==> src/hdl/lrukv_pkg.sv <==
// Shared constants for the LRU key-value cache.
// Field widths, operation codes and parameter defaults; no dependencies.
`timescale 1ns / 1ps
`default_nettype none

package lrukv_pkg;

  // fixed field widths of the stream payloads and the config word
  localparam int KEY_W   = 32;
  localparam int VALUE_W = 64;
  localparam int CFG_W   = 5;

  // operation codes carried on s_tuser
  localparam logic OP_GET = 1'b0;
  localparam logic OP_PUT = 1'b1;

  // parameter defaults and register reset value
  localparam int          MAX_ENTRIES_DEF = 16;
  localparam int          VALUE_BITS_DEF  = 64;
  localparam logic [4:0]  CAPACITY_RESET  = 5'd16;

endpackage

`default_nettype wire

==> src/hdl/lrukv_cell.sv <==
// One slot of the recency-ordered cell row: holds a key, a value and a valid bit.
// Compares its key to the lookup key and loads its neighbor's entry on shift.
// Depends on lrukv_pkg.
`timescale 1ns / 1ps
`default_nettype none

module lrukv_cell #(
  parameter int VALUE_BITS = lrukv_pkg::VALUE_BITS_DEF
) (
  input  wire logic                        clk,
  input  wire logic                        rst,
  input  wire logic                        shift_en,
  input  wire logic                        kill,
  input  wire logic                        ld_valid,
  input  wire logic [lrukv_pkg::KEY_W-1:0] ld_key,
  input  wire logic [VALUE_BITS-1:0]       ld_value,
  input  wire logic [lrukv_pkg::KEY_W-1:0] cmp_key,
  output logic                             valid,
  output logic [lrukv_pkg::KEY_W-1:0]      key,
  output logic [VALUE_BITS-1:0]            value,
  output logic                             match
);

  // associative compare, gated by the valid bit
  assign match = valid && (key == cmp_key);

  // valid bit, cleared at reset
  always_ff @(posedge clk) begin
    if (rst) begin
      valid <= 1'b0;
    end else if (shift_en) begin
      valid <= ld_valid && !kill;
    end
  end

  // entry payload
  always_ff @(posedge clk) begin
    if (shift_en) begin
      key   <= ld_key;
      value <= ld_value;
    end
  end

endmodule

`default_nettype wire

==> src/hdl/lru_key_value_cache.sv <==
// Top level of the fully associative LRU key-value cache.
// Instantiates a row of lrukv_cell slots ordered by recency; depends on lrukv_pkg.
//
// Usage:
//   s_* channel carries one request per transaction: s_tuser is the operation
//   (get or put), s_tdata holds the key and the value to store.
//   m_* channel returns one result per request: m_tuser is the hit flag,
//   m_tdata the stored value on a get hit and zero otherwise.
//   cfg_wr_en / cfg_wr_data write the capacity in use; write only while idle.
// Result: registered, valid in the cycle after its request is accepted.
// Throughput: one request per cycle while m_tready is high. All cells compare
//   the key in the accept cycle; the matching slot moves to the front of the row
//   (cell 0) while the cells ahead of it step back by one, so the row is always in
//   recency order. A put of a new key shifts the whole row and drops the oldest
//   entry when the count has reached the capacity.
// Reset clears all valid bits and the entry count and sets capacity to 16.
// Stall: the result register holds while m_tready is low; a new request is
//   taken only when that register is empty or being drained.
`timescale 1ns / 1ps
`default_nettype none

module lru_key_value_cache #(
  parameter int MAX_ENTRIES = lrukv_pkg::MAX_ENTRIES_DEF,
  parameter int VALUE_BITS  = lrukv_pkg::VALUE_BITS_DEF
) (
  input  wire logic                                       clk,
  input  wire logic                                       rst,
  input  wire logic                                       cfg_wr_en,
  input  wire logic [lrukv_pkg::CFG_W-1:0]                cfg_wr_data,
  input  wire logic                                       s_tvalid,
  output logic                                            s_tready,
  // key [31:0], write_value [95:32]
  input  wire logic [lrukv_pkg::KEY_W+lrukv_pkg::VALUE_W-1:0] s_tdata,
  // operation [0]
  input  wire logic [0:0]                                 s_tuser,
  output logic                                            m_tvalid,
  input  wire logic                                       m_tready,
  // read_value [63:0]
  output logic [lrukv_pkg::VALUE_W-1:0]                   m_tdata,
  // hit [0]
  output logic [0:0]                                      m_tuser
);

  localparam int KEY_W = lrukv_pkg::KEY_W;
  localparam int CNT_W = $clog2(MAX_ENTRIES + 1);
  localparam int CMP_W = (CNT_W > lrukv_pkg::CFG_W) ? CNT_W : lrukv_pkg::CFG_W;

  logic [lrukv_pkg::CFG_W-1:0] capacity;
  logic [CNT_W-1:0]            count;
  logic [CNT_W-1:0]            count_next;

  logic                    accept;
  logic                    is_put;
  logic [KEY_W-1:0]        in_key;
  logic [VALUE_BITS-1:0]   in_value;
  logic                    any_hit;
  logic                    evict;
  logic                    put_miss;
  logic [VALUE_BITS-1:0]   hit_value;

  logic [MAX_ENTRIES-1:0]  match;
  logic [MAX_ENTRIES-1:0]  shift_en;
  logic [MAX_ENTRIES-1:0]  kill;
  logic [MAX_ENTRIES-1:0]  cell_valid;
  logic [KEY_W-1:0]        cell_key   [MAX_ENTRIES];
  logic [VALUE_BITS-1:0]   cell_value [MAX_ENTRIES];

  // request unpacking
  assign accept   = s_tvalid && s_tready;
  assign is_put   = (s_tuser[0] == lrukv_pkg::OP_PUT);
  assign in_key   = s_tdata[KEY_W-1:0];
  assign in_value = s_tdata[KEY_W +: VALUE_BITS];

  // one result register parts the two sides
  assign s_tready = !m_tvalid || m_tready;

  // hit detection and selected value
  assign any_hit = |match;
  always_comb begin
    hit_value = '0;
    for (int i = 0; i < MAX_ENTRIES; i++) begin
      if (match[i]) begin
        hit_value = hit_value | cell_value[i];
      end
    end
  end

  // eviction when the count has reached the effective capacity
  always_comb begin
    if (count == CNT_W'(MAX_ENTRIES)) begin
      evict = 1'b1;
    end else if (capacity == '0) begin
      evict = (count != '0);
    end else begin
      evict = (CMP_W'(count) >= CMP_W'(capacity));
    end
  end

  assign put_miss   = accept && is_put && !any_hit;
  assign count_next = (put_miss && !evict) ? count + CNT_W'(1) : count;

  // per-cell shift and drop controls
  genvar g;
  generate
    for (g = 0; g < MAX_ENTRIES; g++) begin : g_ctrl
      // a hit moves the cells up to and including the hit slot; a new put moves all
      assign shift_en[g] = accept && (any_hit ? (|(match >> g)) : is_put);
      // the entry pushed past the oldest valid slot is dropped on eviction
      assign kill[g]     = evict && (count == CNT_W'(g));
    end
  endgenerate

  // row of cells, cell 0 is the most recent
  generate
    for (g = 0; g < MAX_ENTRIES; g++) begin : g_cell
      if (g == 0) begin : g_head
        lrukv_cell #(
          .VALUE_BITS(VALUE_BITS)
        ) u_cell (
          .clk      (clk),
          .rst      (rst),
          .shift_en (shift_en[g]),
          .kill     (kill[g]),
          .ld_valid (1'b1),
          .ld_key   (in_key),
          .ld_value (is_put ? in_value : hit_value),
          .cmp_key  (in_key),
          .valid    (cell_valid[g]),
          .key      (cell_key[g]),
          .value    (cell_value[g]),
          .match    (match[g])
        );
      end else begin : g_body
        lrukv_cell #(
          .VALUE_BITS(VALUE_BITS)
        ) u_cell (
          .clk      (clk),
          .rst      (rst),
          .shift_en (shift_en[g]),
          .kill     (kill[g]),
          .ld_valid (cell_valid[g-1]),
          .ld_key   (cell_key[g-1]),
          .ld_value (cell_value[g-1]),
          .cmp_key  (in_key),
          .valid    (cell_valid[g]),
          .key      (cell_key[g]),
          .value    (cell_value[g]),
          .match    (match[g])
        );
      end
    end
  endgenerate

  // capacity register and entry count
  always_ff @(posedge clk) begin
    if (rst) begin
      capacity <= lrukv_pkg::CAPACITY_RESET;
      count    <= '0;
    end else begin
      if (cfg_wr_en) begin
        capacity <= cfg_wr_data;
      end
      count <= count_next;
    end
  end

  // result register
  always_ff @(posedge clk) begin
    if (rst) begin
      m_tvalid <= 1'b0;
    end else if (accept) begin
      m_tvalid <= 1'b1;
    end else if (m_tready) begin
      m_tvalid <= 1'b0;
    end
  end

  always_ff @(posedge clk) begin
    if (accept) begin
      m_tuser[0] <= any_hit;
      m_tdata    <= (any_hit && !is_put) ? lrukv_pkg::VALUE_W'(hit_value) : '0;
    end
  end

endmodule

`default_nettype wire
==> config.mk <==
export PLATFORM = sky130hd
export DESIGN_NAME = lru_key_value_cache
export DESIGN_NICKNAME = d
export VERILOG_FILES = /design/src/hdl/lrukv_pkg.sv /design/src/hdl/lrukv_cell.sv /design/src/hdl/lru_key_value_cache.sv
export SDC_FILE = /design/constraint.sdc
export NUM_CORES = 2
export LEC_CHECK = 0
export BUFFER_PORTS_ARGS = -buffer_cell sky130_fd_sc_hd__buf_2
export CORE_UTILIZATION = 25
export DETAILED_ROUTE_END_ITERATION = 10
export SKIP_CTS_REPAIR_TIMING = 1
export SYNTH_ARGS = -nofsm -noshare
export SYNTH_HDL_FRONTEND = slang
export SYNTH_SLANG_ARGS = --single-unit
==> constraint.sdc <==
create_clock -name clk -period 9.1 [get_ports clk]
set_clock_uncertainty 0.05 [all_clocks]
set_input_delay 0.455 -clock clk [delete_from_list [all_inputs] [get_ports clk]]
set_output_delay 0.455 -clock clk [all_outputs]
set_load 0.05 [all_outputs]
* Word-level counts from Yosys, hierarchy flattened
Cells that the tools add are included.
Operators by class: bitwise operators 15, muxes and demuxes 37, magnitude comparators 1, $add $sub $neg 1, eq/ne operators 32, reduce and logical (&&, ||, !) cells 108
Operators with widths (number):
- two-way mux 64 bit | 17
- bitwise OR 64 bit | 15
- == test 32 bit | 16
- logical AND 1 bit | 68
- == test 5 x 4 -> 1 bit, second input constant | 8
- == test 5 x 3 -> 1 bit, second input constant | 4
- logical NOT 1 bit | 20
- two-way mux 1 bit | 20
- OR reduction 16 bit | 1
- OR reduction 15 bit | 1
- OR reduction 14 bit | 1
- OR reduction 13 bit | 1
- OR reduction 12 bit | 1
- OR reduction 11 bit | 1
- == test 5 x 2 -> 1 bit, second input constant | 2
- logical NOT 5 bit | 2
- OR reduction 10 bit | 1
- OR reduction 9 bit | 1
- OR reduction 8 bit | 1
- OR reduction 7 bit | 1
- OR reduction 6 bit | 1
- adder 5 x 1 -> 5 bit, second input constant | 1
- == test 5 x 1 -> 1 bit, second input constant | 1
- == test 5 bit, second input constant | 1
- other kinds (8) | 8
Storage, ports and cells: bits of input ports 107, flip-flop bits (word level) 1628, output and inout port bits 67, word-level logic and storage cells 247

* Longest topological paths before layout
word-level depth 34, gate-level depth with buffers 13, mapped depth without buffers 11

* By module
From an unflattened synthesis, not the netlist that was laid out.
Second synthesis, totals: cells, all modules 3543, area total of the unflattened synthesis 62100.8 um2
By module, submodules not included:
- lrukv_cell | cells each 144, times used 16, area each 3276.9 um2
- lru_key_value_cache | cells each 1239, times used 1, area each 9670.5 um2

* Worst setup path after synthesis
OpenSTA, ideal clock, no wires.
kind flip-flop to flip-flop, start register m_tvalid, end register g_cell[1].g_body.u_cell.valid, clock period less this slack 8.707 ns, setup time 0.082 ns, path slack 0.393 ns, stages on the path, launching flop included 6, required time 8.968 ns, arrival 8.575 ns, path through dfxtp_1 nand2b_1 and2_1 o21ai_2 a21oi_1 mux2_2
On the way: longest elaborated chain between the ends 4
RTL lines:
- start, declared | line lru_key_value_cache.sv:36 | output logic m_tvalid,
- start signal, assigned | line lru_key_value_cache.sv:170 | m_tvalid <= 1'b0;
- start signal, assigned | line lru_key_value_cache.sv:172 | m_tvalid <= 1'b1;
- start signal, assigned | line lru_key_value_cache.sv:174 | m_tvalid <= 1'b0;
- logical NOT 1 bit | line lru_key_value_cache.sv:75 | assign s_tready = !m_tvalid || m_tready;
- logical OR 1 bit | line lru_key_value_cache.sv:75
- via s_tready | line lru_key_value_cache.sv:31 | output logic s_tready,
- logical AND 1 bit | line lru_key_value_cache.sv:69 | assign accept = s_tvalid && s_tready;
- via accept | line lru_key_value_cache.sv:52 | logic accept;
- logical AND 1 bit | line lru_key_value_cache.sv:107 | assign shift_en[g] = accept && (any_hit ? (|(match >> g)) : is_put);
- via g_cell[1].g_body.u_cell.shift_en | line lrukv_cell.sv:12 | input wire logic shift_en,
- end signal, assigned | line lrukv_cell.sv:32 | valid <= ld_valid && !kill;
- end, declared | line lrukv_cell.sv:18 | output logic valid,
The timed path passes the listed nets, and every way through them passes these cells. A chain may end at the register's enable or synchronous reset.

* Worst setup path after layout
start register g_cell[0].g_head.u_cell.key[22] in the netlist's numbering, end register g_cell[14].g_body.u_cell.key[21] in the netlist's numbering (enable)
On the way: longest elaborated chain between the ends 5
RTL lines:
- start, declared | line lrukv_cell.sv:19 | output logic [lrukv_pkg::KEY_W-1:0] key,
- start signal, assigned | line lrukv_cell.sv:39 | key <= ld_key;
- == test 32 bit | line lrukv_cell.sv:25 | assign match = valid && (key == cmp_key);
- logical AND 1 bit | line lrukv_cell.sv:25
- OR reduction 16 bit | line lru_key_value_cache.sv:78 | assign any_hit = |match;
- via any_hit | line lru_key_value_cache.sv:56 | logic any_hit;
- two-way mux 1 bit | line lru_key_value_cache.sv:107
- logical AND 1 bit | line lru_key_value_cache.sv:107
- via g_cell[14].g_body.u_cell.shift_en | line lrukv_cell.sv:12
- end signal, assigned | line lrukv_cell.sv:39
- end, declared | line lrukv_cell.sv:19
The timed path passes the listed nets, and every way through them passes these cells.

==> impl_metrics.json <==
{
  "grt_pass1_vias": 35740,
  "failed_checks": "hold timing",
  "final_area_mm2": 0.07303,
  "slew_violations": 0,
  "die_w_um": 502.9,
  "synthTopCellsByCount": "1,601 x edfxtp_1, 396 x xor2_1, 358 x a22oi_1",
  "vias_per_cell": 4.756,
  "core_mm2": 0.2491,
  "hold_ws_ps": -0.3819,
  "path_cells": "xor2_1, nor4_1, nand4_1, nor3_2, buf_4, nor4_4, nand4b_4, o21ai_4, buf_4, inv_6, o21a_4, buf_12",
  "vias": 34760,
  "async_flop_share_pct": 0,
  "avgSynthCellArea_um2": 17.37,
  "period_share_pct": 64.48,
  "root_buffer": "clkbuf_16",
  "cp_slowest_cell": "o21a_4",
  "ant_nets": 0,
  "setup.worst_path.class": "reg2reg",
  "rows": 183,
  "nets": 3959,
  "grt.total_usage_pct": 14.69,
  "combPwrFrac_pct": 4.3,
  "critPathMaxFanout": 62,
  "min_from": "s_tdata[52]",
  "placed_area_mm2": 0.06738,
  "seq_area_frac_synth_pct": 77.51,
  "ir_drop_uv": 190.2,
  "yosysTopAreaCellShare_pct": 76.65,
  "status": "finished with violations",
  "p_sw_mw": 3.757,
  "antenna_found_initial": 8,
  "synth-edff-count": 1601,
  "max-cap-violations": 0,
  "grt_pass1_wl_um": 267800,
  "cts_max_level": 4,
  "die_area_mm2": 0.2529,
  "clkLatencyLatePin_ps": 830,
  "fmaxAchievable_mhz": 170.4,
  "io-pin-count": 174,
  "yosysWarnings": 0,
  "start_util_pct": 25.18,
  "finish.utilization_pct": 29.32,
  "p_leak_nw": 23.75,
  "critPathRequiredTime_ps": 9460,
  "place.gp.congestion": 0.8362,
  "worstReg2RegStart": "g_cell[0].g_head.u_cell.key[22]",
  "syn-num-nets": 3727,
  "hp-class": "in2reg",
  "crit_top_cell": "buf_4",
  "ys_seq_elements": 1628,
  "clkPwrFrac_pct": 42.0,
  "synthTopCellsByArea": "edfxtp_1 77%, xor2_1 5.5%, a22oi_1 4.3%",
  "overflow": 0,
  "rsz0062_at_grt": "false",
  "worstSetupStartpointType": "register",
  "wirelength_um": 189400,
  "cts_buffers": 164,
  "cts_buffer_depth": 3,
  "synth.distinct_cells": 56,
  "worstPathArrival_ps": 6220,
  "drive_above_1_share_pct": 13.12,
  "yosysMostFrequentCell": "edfxtp_1",
  "power.density_mw_per_mm2": 223.2,
  "grt_max_degree": 97,
  "seq_power_share_pct": 53.7,
  "cts.sink_count": 1628,
  "fin_crit_ps": 5868,
  "synth_ff_type": "edfxtp_1",
  "setup_viol": 0,
  "p_total_mw": 16.30,
  "syn_inst": 3610,
  "drt_iter0_drc": 3897,
  "clkSlewWorstSetupHoldPaths_ps": 60,
  "syn_to_final_growth_pct": 16.44,
  "slew_headroom_pct": 19.02,
  "io_buffers": 173,
  "wl_per_cell_um": 25.92,
  "startpoint": "g_cell[0].g_head.u_cell.key[22]",
  "fin_tns_setup_ps": 0,
  "tightest_slew_ps": 1212,
  "internal-power_mw": 12.55,
  "swShare_pct": 23.04,
  "finalHoldViolations": 1,
  "firstDrtPassIters": 5,
  "max_stage_delay_ps": 790,
  "die_y_um": 502.9,
  "tritoncts": "built",
  "critPathCaptureType": "register",
  "synth_top_cell_by_area": "edfxtp_1",
  "hpwlAfterDp_um": 114500,
  "drcViolationCount": 0,
  "syn-cell-area_mm2": 0.06272
}
==> metal layers <==
layer / vias up / track usage [%] / wire [um]
met5: - / 0 / 24
met4: 4 / 5.525 / 6531
met3: 361 / 2.865 / 15620
met2: 1834 / 24.17 / 90520
met1: 17930 / 19.03 / 76750
li1: 14630 / - / -
==> sequential cells by signal (all words and copies together), names as in the netlist <==
register,flops
g_cell.g_body.u_cell.value,960
g_cell.g_body.u_cell.key,480
g_cell.g_head.u_cell.value,64
m_tdata,64
g_cell.g_head.u_cell.key,32
g_cell.g_body.u_cell.valid,15
capacity,5
count,5
g_cell.g_head.u_cell.valid,1
m_tuser,1
m_tvalid,1
==> path summary, 6_finish.rpt <==
check | end | slack, ps | cells past startpoint
worst min-delay path | g_cell[0].g_head.u_cell.value[20] | -0.4 | 3
worst max-delay path | g_cell[14].g_body.u_cell.key[21] | 3230 | 12
worst max register to register | g_cell[14].g_body.u_cell.key[21] | 3230 | 12
worst min register to register | g_cell[4].g_body.u_cell.value[60] | 380 | 0
==> power groups by stage <==
stage               registers (mW)  logic (mW)  clock network, mW
detailed placement            8.91       0.704                  0
floorplan                     8.92       0.370                  0
global placement              8.90       0.706                  0
global route                  8.78       0.743               7.21
finish                        8.75       0.705               6.85
CTS                           8.75       0.706               6.95
==> cell usage in the layout, fill, tap and decap left out, drive strengths merged, types with 4 or more instances in the layout <==
| master | Yosys | routed |
|---|---|---|
| xor2 | 396 | 396 |
| a22oi | 358 | 358 |
| dlygate4sd3 | 0 | 28 |
| a221oi | 77 | 77 |
| ha | 10 | 10 |
| o21ai | 8 | 8 |
| nor2b | 6 | 6 |
| edfxtp | 1601 | 1601 |
| a22o | 77 | 77 |
| a21oi | 25 | 25 |
| nor3 | 27 | 27 |
| nor2 | 147 | 147 |
| nand3 | 104 | 104 |
| clkbuf | 91 | 208 |
| or4 | 4 | 4 |
| dfxtp | 27 | 27 |
| mux2i | 66 | 66 |
| and3 | 4 | 4 |
| nand2 | 29 | 29 |
| nand4 | 98 | 98 |
| buf | 111 | 239 |
| bufinv | 0 | 14 |
| nand2b | 7 | 7 |
| clkinv | 0 | 62 |
| inv | 84 | 92 |
| xnor2 | 113 | 113 |
| nor4 | 109 | 109 |
| clkinvlp | 0 | 11 |
==> cells by family after synthesis <==
| group | count (synthesis) | synth area share, % |
|---|---|---|
| flip-flops | 1628 | 77.51 |
| AO/OA/AOI/OAI | 561 | 6.916 |
| AND/OR/NAND/NOR | 547 | 4.708 |
| XOR/XNOR | 509 | 7.108 |
| buffers and inverters | 286 | 2.450 |
| multiplexers | 69 | 1.107 |
| adder cells (fa/ha/maj) | 10 | 0.1995 |
==> worst max-delay path: cells and delay by family, from the launching register on <==
family          cells  cell delay [ps]
buf+inv             4             2030
simple gates        5             1580
compound gates      2              850
flops               1              410
xor+xnor            1              170
==> per-stage QoR <==
stage                     worst slack (ps)  std cells
after floorplan                      392.6       3610
after global placement                2713       6978
after detailed placement              2633       6978
after CTS                             3210       7280
after global routing                  3080       7309
final                                 3232       7309
==> area by class of cell <==
type	count	area, um2
Antenna cell	1	2.502
Timing Repair Buffer	268	1745
Inverter	84	320.3
Sequential cell	1628	48620
Clock inverter	95	1052
Multi-Input combinational cell	1696	12810
Fill cell	24790	176100
Clock buffer	207	4315
Tap cell	3330	4167
Power figures use the tool's default switching activity.
